--- src/hdl/sequence_pair_packing_evaluator_core_assert.svh ---
// ----------------------------------------------------------------------------
// Assertion macros for the sequence-pair packing evaluator
// Shared concurrent assertion forms, clocked on i_clk, off during reset.
// ----------------------------------------------------------------------------
`ifndef SEQUENCE_PAIR_PACKING_EVALUATOR_CORE_ASSERT_SVH
`define SEQUENCE_PAIR_PACKING_EVALUATOR_CORE_ASSERT_SVH

// same-cycle implication
`define SPE_ASSERT_IMPL(lbl, ante, cons, msg) \
    lbl: assert property (@(posedge i_clk) disable iff (!i_rst_n) (ante) |-> (cons)) \
        else $error(msg);

// next-cycle implication
`define SPE_ASSERT_NEXT(lbl, ante, cons, msg) \
    lbl: assert property (@(posedge i_clk) disable iff (!i_rst_n) (ante) |=> (cons)) \
        else $error(msg);

`endif

--- src/hdl/spe_pkg.sv ---
// ----------------------------------------------------------------------------
// spe_pkg
// Widths, codes and shared types of the sequence-pair packing evaluator.
// ----------------------------------------------------------------------------
package spe_pkg;

    localparam int MAX_RECTS_DEF = 64;

    localparam int NEG_POS_W = 6;
    localparam int HEIGHT_W  = 24;
    localparam int WIDTH_W   = 8;
    localparam int TIME_W    = 30;
    localparam int WBOUND_W  = 14;

    localparam logic [WBOUND_W-1:0] WBOUND_RST = 14'h3FFF;

    localparam logic FUNC_LOAD = 1'b0;
    localparam logic FUNC_EVAL = 1'b1;

    typedef struct packed {
        logic [NEG_POS_W-1:0] neg_pos;
        logic [HEIGHT_W-1:0]  height;
        logic [WIDTH_W-1:0]   width;
    } t_entry;

    typedef struct packed {
        logic rd_en;
        logic wr_en;
        logic clear;
        logic pass;
    } t_stair_cmd;

endpackage

--- src/hdl/spe_stairs.sv ---
// ----------------------------------------------------------------------------
// spe_stairs
// Time and width staircase memories with a shared read and write port.
// ----------------------------------------------------------------------------
module spe_stairs #(
    parameter int MAX_RECTS = spe_pkg::MAX_RECTS_DEF,
    localparam int IDX_W = $clog2(MAX_RECTS)
) (
    input  logic                          i_clk,
    input  spe_pkg::t_stair_cmd           i_cmd,
    input  logic [IDX_W-1:0]              i_rd_addr,
    input  logic [IDX_W-1:0]              i_wr_addr,
    input  logic [spe_pkg::TIME_W-1:0]    i_wdata,
    output logic [spe_pkg::TIME_W-1:0]    o_time_q,
    output logic [spe_pkg::WBOUND_W-1:0]  o_width_q
);

    logic [spe_pkg::TIME_W-1:0]   r_time_mem  [MAX_RECTS];
    logic [spe_pkg::WBOUND_W-1:0] r_width_mem [MAX_RECTS];
    logic [spe_pkg::TIME_W-1:0]   r_time_q;
    logic [spe_pkg::WBOUND_W-1:0] r_width_q;

    always_ff @(posedge i_clk) begin
        if (i_cmd.wr_en && (i_cmd.clear || !i_cmd.pass)) begin
            r_time_mem[i_wr_addr] <= i_cmd.clear ? '0 : i_wdata;
        end
        if (i_cmd.wr_en && (i_cmd.clear || i_cmd.pass)) begin
            r_width_mem[i_wr_addr] <= i_cmd.clear ? '0 : i_wdata[spe_pkg::WBOUND_W-1:0];
        end
        if (i_cmd.rd_en) begin
            r_time_q  <= r_time_mem[i_rd_addr];
            r_width_q <= r_width_mem[i_rd_addr];
        end
    end

    assign o_time_q  = r_time_q;
    assign o_width_q = r_width_q;

endmodule

--- config.mk ---
export PLATFORM = sky130hd
export DESIGN_NAME = spe_stairs
export DESIGN_NICKNAME = d
export VERILOG_FILES = /design/src/hdl/sequence_pair_packing_evaluator_core_assert.svh /design/src/hdl/spe_pkg.sv /design/src/hdl/spe_stairs.sv
export SDC_FILE = /design/constraint.sdc
export NUM_CORES = 2
export LEC_CHECK = 0
export BUFFER_PORTS_ARGS = -buffer_cell sky130_fd_sc_hd__buf_2
export CAP_MARGIN = 10
export CORE_UTILIZATION = 40
export CTS_CLUSTER_SIZE = 40
export DETAILED_ROUTE_END_ITERATION = 10
export PLACE_DENSITY_LB_ADDON = 0.12
export SLEW_MARGIN = 15
export SYNTH_ARGS = -nofsm -noshare
export SYNTH_HDL_FRONTEND = slang
export SYNTH_SLANG_ARGS = --single-unit
--- constraint.sdc ---
create_clock -name i_clk -period 5.9 [get_ports i_clk]
set_input_delay 0.295 -clock i_clk [delete_from_list [all_inputs] [get_ports i_clk]]
set_output_delay 0.295 -clock i_clk [all_outputs]
set_load 0.02 [all_outputs]
==> impl_metrics.ini <==
[synthesis]
ys_ff_latch = 2860
syn_avg_cell_area_um2 = 22.3
synth_edf_count = 2860
async_flop_share = 0
synth_top_family_by_area = multiplexers
synth-seq-area-share = 0.789
synth-xor-area-share = 0
synth_cells = 4884
synth.cell_area_um2 = 109000
yosysUniqueCellTypes = 36
synth-adder-area-share = 0
synthFlopType = edfxtp_1
synth-compound-area-share = 0.0251
ys_warn_count = 0
yosys.area_share.simple = 0.0236
synth_fp_nets = 4931
synthMuxAreaShare = 0.150

[timing]
min_period_ns = 3.17
drv_slew = 0
tns_ns = 0
setup_violations = 0
hold_viol_final = 0
grt_setup_unrepaired = false
clock.fmax_mhz = 316
relSlewSlack = 0.191
finalCritPeriodShare = 0.537
worst_pin_slew_ns = 1.21
holdWs_ns = 0.0541
clock_skew_ns = 0.0324

[finish]
num-nets-final = 5277
final_area_um2 = 125000
fin_cells = 9053
fin_util = 0.461
num-fill-cells = 22500
area_delta_synth_final_pct = 14.6
drive_above_1_share = 0.276

[floorplan]
die_w_um = 524
core_area_um2 = 271000
ios = 91
rows = 191
die_h_um = 524
start_util = 0.402
die_area_um2 = 274000

[min_path]
hold_path_class = in -> reg

[clock_network]
insertion_delay_ns = 0.86
clk_path_buf_depth = 4
clkTransAtPathRegs_ns = 0.06
cts_tree = done
clockRootBuffer = clkbuf_16
cts_setup_buffers = 0
cts_num_sinks = 2860
cts_resized = 0
numCtsBuffers = 312
ctsHoldBuffers = 12
cts_max_level = 5

[detailed_routing]
first_iter_violations = 5861
drc = 0
drt-total-wl_um = 324000
viasPerCell = 5.86
drt_first_pass_iters = 5
wl_per_cell_um = 35.8
via_count = 53000
ant_nets = 0

[power]
p_int_mw = 33.7
power.density_nw_per_um2 = 346
p_leak_nw = 35.2
clkPwrFrac = 0.426
combPwrFrac = 0.051
switching_power_mw = 9.51
pwr-share-seq = 0.523
ir_drop_mv = 0.255
switching_share = 0.220

[grt]
grt_pass1_wl_um = 445000
gr-total-overflow = 0
grt_util_all_layers = 0.236
grt_max_degree = 129
grt_pass1_vias = 53300
antenna_found_initial = 33

[critical_path]
crit_type = in -> reg
crit_required_ns = 6.51
cp_max_fo = 51
crit_arrival_ns = 3.78
start_kind = primary input
crit_path_end_kind = register

[placement]
port-buffer-count = 90
gp_routability_congestion = 0.806
place_area_um2 = 115000
hpwl_um = 196000
dp_cells = 8473

[run_status]
outcome = complete, no violations

[flow_run]
cap_violations = 0
Yosys cell counts, types with 19 or more instances:
| library cell | instances | area (µm²) |
|---|---|---|
| nand4_1 | 76 | 475 |
| nor3_1 | 22 | 110 |
| clkbuf_1 | 127 | 477 |
| a31oi_1 | 19 | 119 |
| o22ai_1 | 81 | 507 |
| buf_2 | 84 | 420 |
| o221ai_1 | 93 | 815 |
| nand3_1 | 83 | 415 |
| buf_4 | 29 | 218 |
| mux2i_1 | 164 | 1640 |
| nor2b_1 | 52 | 325 |
| o211a_1 | 21 | 210 |
| mux4_2 | 626 | 14100 |
| a221o_1 | 24 | 240 |
| buf_1 | 32 | 120 |
| nor2_1 | 161 | 604 |
| a21oi_1 | 23 | 115 |
| nand2_1 | 100 | 375 |
| edfxtp_1 | 2860 | 85900 |
| a22oi_1 | 76 | 571 |
| mux2_2 | 48 | 541 |
placed cells by master (no fill, tap or decap), types with 83 or more instances in the layout:
cell	count
o221ai_1	93
nand2_1	99
edfxtp_1	2860
nand3_1	83
mux4_2	626
mux2i_1	164
nor2_1	85
buf_2	83
buf_4	190
clkbuf_16	318
cell type report:
class	instances	area, µm²	area share
Sequential cell	2860	85900	0.688
Multi-Input combinational cell	1730	22400	0.180
Clock buffer	383	8200	0.0657
Tap cell	3570	4470	0.0358
Timing Repair Buffer	314	2520	0.0202
Clock inverter	153	1200	0.00963
Antenna cell	31	77.6	0.000622
Inverter	12	45.0	0.000361
power groups by stage:
stage / Sequential [mW] / Clock (mW) / Combinational, mW
final: 22.6 / 18.4 / 2.20
after global routing: 22.6 / 19.5 / 2.29
after CTS: 22.6 / 18.7 / 2.24
after detailed placement: 23.0 / 0 / 2.23
after global placement: 23.0 / 0 / 2.21
after floorplan: 23.0 / 0 / 1.13
sequential cells by signal (all words and copies together), names as in the netlist:
register and count:
o_time_q 30, o_width_q 14, r_time_mem 1920, r_width_mem 896
kinds of logic after synthesis:
| kind of cell | Yosys count |
|---|---|
| AOI/OAI and AO/OA | 358 |
| and+or+nand+nor | 534 |
| buffers and inverters | 294 |
| muxes | 838 |
| DFF | 2860 |
stage by stage:
stage	setup WS, ns	total power, mW
final	2.73	43.2
after global routing	2.85	44.4
after CTS	2.62	43.6
after detailed placement	1.68	25.3
after global placement	1.68	25.3
after floorplan	1.44	24.2
worst max-delay path: stages:
cell	delay, ns
buf_8	0.17
nand2_2	0.82
buf_4	0.51
o22ai_1	0.14
a2111oi_0	0.88
nor3_1	0.36
o211a_1	0.30
per-layer routing:
layer	global-route usage	wire [µm]	part of all wire
met1	0.328	137000	0.42
met2	0.391	161000	0.50
met3	0.0334	17800	0.055
met4	0.0671	8450	0.026
met5	0	27	0.000083
final timing paths:
kind	slack [ns]	endpoint	start	cells past startpoint
worst max-delay path	2.73	o_time_q[22]	i_rd_addr[1]	7
worst min-delay path	0.05	r_time_mem[29][0]	i_wdata[0]	2
worst max register to register	3.13	o_time_q[7]	r_time_mem[39][7]	4
worst min register to register	0.92	o_width_q[11]	r_width_mem[10][11]	4
No activity file was read; power rests on OpenSTA's default activity.
