### src/hdl/sequence_pair_packing_evaluator_core_assert.svh
// ----------------------------------------------------------------------------
// Assertion macros for the sequence-pair packing evaluator
// Shared concurrent assertion forms, clocked on i_clk, off during reset.
// ----------------------------------------------------------------------------
`ifndef SEQUENCE_PAIR_PACKING_EVALUATOR_CORE_ASSERT_SVH
`define SEQUENCE_PAIR_PACKING_EVALUATOR_CORE_ASSERT_SVH

// same-cycle implication
`define SPE_ASSERT_IMPL(lbl, ante, cons, msg) \
    lbl: assert property (@(posedge i_clk) disable iff (!i_rst_n) (ante) |-> (cons)) \
        else $error(msg);

// next-cycle implication
`define SPE_ASSERT_NEXT(lbl, ante, cons, msg) \
    lbl: assert property (@(posedge i_clk) disable iff (!i_rst_n) (ante) |=> (cons)) \
        else $error(msg);

`endif

### src/hdl/spe_pkg.sv
// ----------------------------------------------------------------------------
// spe_pkg
// Widths, codes and shared types of the sequence-pair packing evaluator.
// ----------------------------------------------------------------------------
package spe_pkg;

    localparam int MAX_RECTS_DEF = 64;

    localparam int NEG_POS_W = 6;
    localparam int HEIGHT_W  = 24;
    localparam int WIDTH_W   = 8;
    localparam int TIME_W    = 30;
    localparam int WBOUND_W  = 14;

    localparam logic [WBOUND_W-1:0] WBOUND_RST = 14'h3FFF;

    localparam logic FUNC_LOAD = 1'b0;
    localparam logic FUNC_EVAL = 1'b1;

    typedef struct packed {
        logic [NEG_POS_W-1:0] neg_pos;
        logic [HEIGHT_W-1:0]  height;
        logic [WIDTH_W-1:0]   width;
    } t_entry;

    typedef struct packed {
        logic rd_en;
        logic wr_en;
        logic clear;
        logic pass;
    } t_stair_cmd;

endpackage

### src/hdl/spe_seq.sv
// ----------------------------------------------------------------------------
// spe_seq
// Sequencer with the shared adder and comparator: clear sweep, forward time
// pass, reverse width pass, result register and the width bound register.
// ----------------------------------------------------------------------------
module spe_seq #(
    parameter int MAX_RECTS = spe_pkg::MAX_RECTS_DEF,
    localparam int IDX_W = $clog2(MAX_RECTS),
    localparam int CNT_W = $clog2(MAX_RECTS + 1)
) (
    input  logic                          i_clk,
    input  logic                          i_rst_n,
    input  logic                          i_eval,
    output logic                          o_in_ready,
    input  logic                          i_cfg_wr,
    input  logic [spe_pkg::WBOUND_W-1:0]  i_cfg_data,
    input  logic [CNT_W-1:0]              i_count,
    output logic                          o_ent_rd_en,
    output logic [IDX_W-1:0]              o_ent_addr,
    input  spe_pkg::t_entry               i_ent,
    output spe_pkg::t_stair_cmd           o_st_cmd,
    output logic [IDX_W-1:0]              o_st_rd_addr,
    output logic [IDX_W-1:0]              o_st_wr_addr,
    output logic [spe_pkg::TIME_W-1:0]    o_st_wdata,
    input  logic [spe_pkg::TIME_W-1:0]    i_st_time,
    input  logic [spe_pkg::WBOUND_W-1:0]  i_st_width,
    output logic                          o_out_valid,
    input  logic                          i_out_ready,
    output logic [spe_pkg::TIME_W-1:0]    o_required_time,
    output logic                          o_width_ok
);

    localparam int P_W   = (CNT_W > spe_pkg::NEG_POS_W) ? CNT_W : spe_pkg::NEG_POS_W;
    localparam int SUM_W = spe_pkg::TIME_W + 1;

    localparam logic [3:0] S_IDLE  = 4'd0;
    localparam logic [3:0] S_CLEAR = 4'd1;
    localparam logic [3:0] S_ENT   = 4'd2;
    localparam logic [3:0] S_BASE  = 4'd3;
    localparam logic [3:0] S_ADD   = 4'd4;
    localparam logic [3:0] S_WALK  = 4'd5;
    localparam logic [3:0] S_FIN   = 4'd6;
    localparam logic [3:0] S_TCAP  = 4'd7;
    localparam logic [3:0] S_DONE  = 4'd8;

    logic [3:0]                   r_state, n_state;
    logic                         r_pass, n_pass;
    logic [CNT_W-1:0]             r_n, n_n;
    logic [IDX_W-1:0]             r_i, n_i;
    logic [IDX_W-1:0]             r_j, n_j;
    logic [spe_pkg::TIME_W-1:0]   r_v, n_v;
    logic [spe_pkg::TIME_W-1:0]   r_time, n_time;
    logic                         r_ok, n_ok;
    logic                         r_out_valid, n_out_valid;
    logic [spe_pkg::TIME_W-1:0]   r_out_time, n_out_time;
    logic                         r_out_ok, n_out_ok;
    logic [spe_pkg::WBOUND_W-1:0] r_width_bound;

    logic [P_W-1:0]               w_p;
    logic                         w_pin;
    logic                         w_last_i;
    logic                         w_last_j;
    logic [SUM_W-1:0]             w_add_a;
    logic [SUM_W-1:0]             w_add_b;
    logic [SUM_W-1:0]             w_sum;
    logic [spe_pkg::TIME_W-1:0]   w_v;
    logic                         w_over;
    logic [spe_pkg::TIME_W-1:0]   w_d;
    logic                         w_gt;
    logic [3:0]                   w_adv_state;
    logic [IDX_W-1:0]             w_adv_i;

    // shared adder and comparators
    assign w_p      = P_W'(i_ent.neg_pos);
    assign w_pin    = (w_p < P_W'(r_n));
    assign w_last_i = ((CNT_W'(r_i) + 1'b1) == r_n);
    assign w_last_j = ((CNT_W'(r_j) + 1'b1) == r_n);
    assign w_add_a  = !w_pin ? '0 : (r_pass ? SUM_W'(i_st_width) : SUM_W'(i_st_time));
    assign w_add_b  = r_pass ? SUM_W'(i_ent.width) : SUM_W'(i_ent.height);
    assign w_sum    = w_add_a + w_add_b;
    assign w_v      = (!r_pass && w_sum[SUM_W-1]) ? '1 : w_sum[spe_pkg::TIME_W-1:0];
    assign w_over   = (w_sum > SUM_W'(r_width_bound));
    assign w_d      = r_pass ? spe_pkg::TIME_W'(i_st_width) : i_st_time;
    assign w_gt     = (r_v > w_d);

    always_comb begin
        if (!r_pass) begin
            w_adv_state = w_last_i ? S_FIN : S_ENT;
            w_adv_i     = r_i + 1'b1;
        end else begin
            w_adv_state = (r_i == '0) ? S_DONE : S_ENT;
            w_adv_i     = r_i - 1'b1;
        end
    end

    always_comb begin
        n_state      = r_state;
        n_pass       = r_pass;
        n_n          = r_n;
        n_i          = r_i;
        n_j          = r_j;
        n_v          = r_v;
        n_time       = r_time;
        n_ok         = r_ok;
        n_out_valid  = r_out_valid && !i_out_ready;
        n_out_time   = r_out_time;
        n_out_ok     = r_out_ok;
        o_ent_rd_en  = 1'b0;
        o_ent_addr   = r_i;
        o_st_cmd     = '0;
        o_st_cmd.pass = r_pass;
        o_st_rd_addr = r_j;
        o_st_wr_addr = r_j;
        o_st_wdata   = r_v;
        case (r_state)
            S_IDLE: begin
                if (i_eval) begin
                    n_pass = 1'b0;
                    n_ok   = 1'b1;
                    n_n    = i_count;
                    n_j    = '0;
                    if (i_count == '0) begin
                        n_time  = '0;
                        n_state = S_DONE;
                    end else begin
                        n_state = S_CLEAR;
                    end
                end
            end
            S_CLEAR: begin
                o_st_cmd.wr_en = 1'b1;
                o_st_cmd.clear = 1'b1;
                if (w_last_j) begin
                    n_i     = '0;
                    n_state = S_ENT;
                end else begin
                    n_j = r_j + 1'b1;
                end
            end
            S_ENT: begin
                o_ent_rd_en = 1'b1;
                n_state     = S_BASE;
            end
            S_BASE: begin
                o_st_cmd.rd_en = w_pin;
                o_st_rd_addr   = IDX_W'(w_p);
                n_state        = S_ADD;
            end
            S_ADD: begin
                if (r_pass && w_over) begin
                    n_ok    = 1'b0;
                    n_state = S_DONE;
                end else begin
                    n_v = w_v;
                    if (w_pin) begin
                        n_j     = IDX_W'(w_p);
                        n_state = S_WALK;
                    end else begin
                        n_i     = w_adv_i;
                        n_state = w_adv_state;
                    end
                end
            end
            S_WALK: begin
                if (w_gt) begin
                    o_st_cmd.wr_en = 1'b1;
                    if (w_last_j) begin
                        n_i     = w_adv_i;
                        n_state = w_adv_state;
                    end else begin
                        o_st_cmd.rd_en = 1'b1;
                        o_st_rd_addr   = r_j + 1'b1;
                        n_j            = r_j + 1'b1;
                    end
                end else begin
                    n_i     = w_adv_i;
                    n_state = w_adv_state;
                end
            end
            S_FIN: begin
                o_st_cmd.rd_en = 1'b1;
                o_st_rd_addr   = IDX_W'(r_n - 1'b1);
                n_state        = S_TCAP;
            end
            S_TCAP: begin
                n_time  = i_st_time;
                n_pass  = 1'b1;
                n_i     = IDX_W'(r_n - 1'b1);
                n_state = S_ENT;
            end
            S_DONE: begin
                if (!r_out_valid || i_out_ready) begin
                    n_out_valid = 1'b1;
                    n_out_time  = r_time;
                    n_out_ok    = r_ok;
                    n_state     = S_IDLE;
                end
            end
            default: begin
                n_state = S_IDLE;
            end
        endcase
    end

    always_ff @(posedge i_clk) begin
        if (!i_rst_n) begin
            r_state       <= S_IDLE;
            r_out_valid   <= 1'b0;
            r_width_bound <= spe_pkg::WBOUND_RST;
        end else begin
            r_state     <= n_state;
            r_out_valid <= n_out_valid;
            if (i_cfg_wr) begin
                r_width_bound <= i_cfg_data;
            end
        end
    end

    always_ff @(posedge i_clk) begin
        r_pass     <= n_pass;
        r_n        <= n_n;
        r_i        <= n_i;
        r_j        <= n_j;
        r_v        <= n_v;
        r_time     <= n_time;
        r_ok       <= n_ok;
        r_out_time <= n_out_time;
        r_out_ok   <= n_out_ok;
    end

    assign o_in_ready      = (r_state == S_IDLE);
    assign o_out_valid     = r_out_valid;
    assign o_required_time = r_out_time;
    assign o_width_ok      = r_out_ok;

`include "sequence_pair_packing_evaluator_core_assert.svh"

    `SPE_ASSERT_IMPL(a_walk_in_set, r_state == S_WALK, CNT_W'(r_j) < r_n, "walk index beyond set")
    `SPE_ASSERT_IMPL(a_clear_nonempty, r_state == S_CLEAR, r_n != '0, "clear sweep on empty set")
    `SPE_ASSERT_IMPL(a_result_from_done, $rose(r_out_valid), $past(r_state) == S_DONE, "result not from done")
    `SPE_ASSERT_NEXT(a_walk_stop, (r_state == S_WALK) && !w_gt, (r_state == S_ENT) || (r_state == S_FIN) || (r_state == S_DONE), "walk did not stop")

endmodule

### config.mk
export PLATFORM = sky130hd
export DESIGN_NAME = spe_seq
export DESIGN_NICKNAME = d
export VERILOG_FILES = /design/src/hdl/spe_pkg.sv /design/src/hdl/spe_seq.sv
export VERILOG_INCLUDE_DIRS = /design/src /design/src/hdl
export SDC_FILE = /design/constraint.sdc
export NUM_CORES = 1
export LEC_CHECK = 0
export BUFFER_PORTS_ARGS = -buffer_cell sky130_fd_sc_hd__buf_2
export CAP_MARGIN = 20
export CORE_ASPECT_RATIO = 0.75
export CORE_UTILIZATION = 50
export CTS_CLUSTER_DIAMETER = 120
export DETAILED_ROUTE_END_ITERATION = 10
export PLACE_DENSITY = 0.85
export REMOVE_ABC_BUFFERS = 1
export SETUP_SLACK_MARGIN = 0.3
export SLEW_MARGIN = 20
export SYNTH_ARGS = -nofsm -noshare
export SYNTH_HDL_FRONTEND = slang
export SYNTH_SLANG_ARGS = --single-unit
export TNS_END_PERCENT = 10
### constraint.sdc
create_clock -name i_clk -period 7.6 [get_ports i_clk]
set_clock_uncertainty 0.1 [all_clocks]
set_input_delay 1.52 -clock i_clk [delete_from_list [all_inputs] [get_ports i_clk]]
set_output_delay 1.52 -clock i_clk [all_outputs]
set_load 0.05 [all_outputs]
==> metrics.md <==
| Metric | Value |
|---|---|
| FFs w/ async S/R, synth | 0% |
| Post-Syn Instances | 987 |
| Highest clock rate | 145 MHz |
| Worst setup margin | 0.689 ns |
| Pwr dens | 287 nW/um^2 |
| Worst skew pair latency | 0.43 ns |
| Ys Warns | 0 |
| Worst Path Arrival | 6.95 ns |
| Layout cell share with drive strength beyond 1 | 24.0% |
| Register share of total power | 28.7% |
| Total core area | 18500 um^2 |
| Synthesis-to-layout area growth | 19.5% |
| RSZ-0062 raised after global routing | no |
| Final hold viol count | 0 |
| Area contributors post-synth | edfxtp_1 36%, ha_1 11%, dfxtp_1 4.0% |
| Proportion of synthesized area in mux cells | 2.89% |
| Hold WC Path Type | flip-flop to flip-flop |
| Post-Syn Area | 9390 um^2 |
| First-pass GRT wire length | 44000 um |
| Via Count | 8567 |
| Post-synthesis compound-gate area fraction | 16.8% |
| Top cell type's share of synthesized area | 35.8% |
| Initial antenna violation count | 1 |
| Maximum VDD drop | 0.176 mV |
| CP Class | input port to flip-flop |
| Pin count of the biggest net entering global routing | 36 |
| Post-Route WL | 29100 um |
| Setup violators final | 0 |
| FF-to-FF End | o_ent_addr[4] |
| Final instance area | 11200 um^2 |
| PortBufs | 193 |
| Num CTS Buffers | 17 |
| Top cell type by total area after synthesis | edfxtp_1 |
| Starting Density | 50.9% |
| CP max-delay cell | a2111oi_2 |
| Antenna viol nets, final | 0 |
| Gpl congestion | 0.980 |
| Iteration-0 DRC Markers | 951 |
| Buffer depth of the longest clock path | 2 |
| Slew HR | 33.1% |
| Post-CTS Hold Fix Bufs | 0 |
| Simple-gate portion of the synthesized area | 20.2% |
| Routed WL per cell | 20.5 um |
| Die area | 19300 um^2 |
| Row cnt | 43 |
| Sequential share of the synthesized area | 39.9% |
| Part of the power in combinational logic | 45.7% |
| MaxCap Viol Count | 0 |
| Die Ht | 121 um |
| HPWL Detailed | 23000 um |
| WP depth | 27 |
| Synthesis-stage register bit count | 131 |
| CP bufs+invs | 3 |
| Fillcell total | 1525 |
| Clock tree from TritonCTS | built |
| CTS H-tree lvls | 4 |
| Max-slew violations | 0 |
| Worst r2r src | r_pass |
| Largest family of logic cells by synthesized area | simple AND/OR/NAND/NOR gates |
| CP startpoint kind | input port |
| Sw Ratio | 42.8% |
| EDFF count, synth | 112 |
| Crit path top cell by count | ha_1 |
| Leakage Power | 4.98 nW |
| Chip width | 160 um |
| Final Non-Filler Cells | 1424 |
| Clock slew at reported path FFs | 0.06 ns |
| Synth Area in Adders | 11.2% |
| Reg2reg path depth | 24 |
| Pin slew with the least headroom to its limit | 0.995 ns |
| Minimum clock period | 6.91 ns |
| Critical Path End Type | flip-flop |
| Cell area after placement | 10600 um^2 |
| Delay of the slowest cell on the worst path | 0.47 ns |
| Number of global-route vias before repair | 7819 |
| Setup Slack @ Placement | -0.133 ns |
| Hold depth | 0 |
| DRC | 0 |
| Root buffer cell | clkbuf_16 |
| Switching power | 0.00138 W |
| Worst setup startpoint | i_ent[34] |
| Via density | 6.02 |
| Cell count after placement | 1390 |
| Drt pass-1 iters | 6 |
| Cell variety after synth | 78 |
| Ports | 194 |
| Total GRT Usage | 30.2% |
| CP Data Required Time | 7.64 ns |
| Reg2reg setup slack | 1.11 ns |
| Final period utilization | 90.9% |
| Crit path max-delay family | compound AO/OA/AOI/OAI gates |
| Hold Path Sink | o_required_time[29] |
| Primary FF master, synth | edfxtp_1 |
| Final net count | 1354 |
| Clock network fraction of total power | 25.6% |
| Hold path start | r_time[29] |
| Syn_area_per_cell | 9.52 um^2 |
| GRT overflow | 0 |
| Clk sinks | 131 |
| Xor and xnor fraction of the mapped netlist area | 5.03% |
| Critical path peak fanout | 6 |
| Pint | 0.00184 W |
| Status | finished, final reports clean |
-- cell type report --
| cell class | instances | area, um^2 | share of cell area, % |
|---|---|---|---|
| timing repair buffer | 207 | 1080 | 9.65 |
| inverter | 45 | 169 | 1.50 |
| tap | 247 | 309 | 2.75 |
| clock inverter | 15 | 164 | 1.46 |
| antenna | 1 | 2.50 | 0.0223 |
| multi-input combinational | 761 | 5330 | 47.5 |
| clock buffer | 17 | 425 | 3.79 |
| sequential | 131 | 3740 | 33.3 |
-- per-layer routing --
metal | track usage [%] | part of all wire (%)
met1 | 44.6 | 45
met2 | 42.7 | 41
met3 | 7.65 | 11
met4 | 9.58 | 2.9
met5 | 0 | 0
-- placed cells by master, fill, tap and decap left out, drive strengths merged, types with 19 or more instances in the layout --
cell,count
xor2,22
nand3,24
o21ai,50
nand2,97
nand2b,31
dfxtp,19
xnor2,32
nor2b,24
nand4,20
buf,207
a21oi,61
nor2,64
ha,81
inv,55
edfxtp,112
and2,44
-- cell usage after synthesis, types with 18 or more instances --
master    count
edfxtp_1    112
o21ai_0      46
nand2b_1     30
nor2b_1      24
and2_1       43
nor2_1       63
nand3_1      23
dfxtp_1      19
a21oi_1      61
and3_1       18
clkbuf_1     28
nand4_1      20
xor2_1       22
ha_1         81
xnor2_1      32
inv_1        44
nand2_1      96
-- cell families (layout without fill, tap and decap cells) --
| family | Yosys count | count (layout) |
|---|---|---|
| AND/OR/NAND/NOR | 365 | 365 |
| AO/OA/AOI/OAI | 233 | 233 |
| flip-flops | 131 | 131 |
| buffers and inverters | 95 | 284 |
| adder cells (fa/ha/maj) | 83 | 83 |
| XOR/XNOR | 54 | 54 |
| multiplexers | 26 | 26 |
| other | 0 | 1 |
-- power by group through the flow --
stage	clock network, W	logic [W]	registers, W
floorplan	0	0.000935	0.000993
global placement	0	0.00139	0.000935
detailed placement	0	0.00141	0.000937
CTS	0.000831	0.00142	0.000922
global route	0.000858	0.00160	0.000927
finish	0.000824	0.00148	0.000926
-- registers in the layout, indices dropped and copies added, names as in the netlist --
name / count
o_width_ok: 1
r_n: 7
r_pass: 1
o_ent_addr: 6
r_ok: 1
o_required_time: 30
r_time: 30
r_state: 4
r_width_bound: 14
o_st_wr_addr: 6
o_st_wdata: 30
o_out_valid: 1
-- worst reg2reg max path: stages, from the launching register on --
cell and delay [ns]:
edfxtp_1 0.89, buf_4 0.43, mux2_2 0.39, and2_1 0.18, ha_1 0.20, inv_1 0.08
fa_2 0.22, nor2b_2 0.05, o21bai_1 0.24, nand2_1 0.12, a21oi_1 0.24, o21bai_1 0.13
a21oi_1 0.22, xnor2_1 0.17, ha_1 0.28, nand2_1 0.09, nor2_1 0.07, a221oi_1 0.26
o21ai_1 0.14, a2111oi_2 0.47, o2111ai_1 0.20, and4b_2 0.37, a211oi_2 0.11, nor4_2 0.33
buf_4 0.22
-- per-stage QoR --
step	util, %	hold WS, ns	setup TNS (ns)	power, W
after global placement	57.3	0.301	0	0.00233
after detailed placement	57.3	0.305	-0.795	0.00234
final	60.8	0.318	0	0.00323
after CTS	60.5	0.318	0	0.00317
after floorplan	-	0.300	-6.13	0.00193
after global routing	60.8	0.326	0	0.00338
-- how the worst max path moves through the flow --
| stage | to | slack (ns) |
|---|---|---|
| 2_1_floorplan | o_st_wdata[0] | -0.20 |
| 4_1_cts | o_ent_addr[4] | 0.31 |
| 3_3_place_gp | o_ent_addr[4] | 0.29 |
| 3_5_place_dp | o_ent_addr[4] | -0.13 |
| 5_1_grt | o_ent_addr[4] | 0.33 |
| 6_report | o_ent_addr[4] | 0.69 |
-- timing repair --
action                     CTS  global route
setup buffers                0             1
setup endpoints to repair    6            44
gates resized for setup      1            12
pin swaps                    0             6
Note: power is estimated with default switching activity, not from simulation.
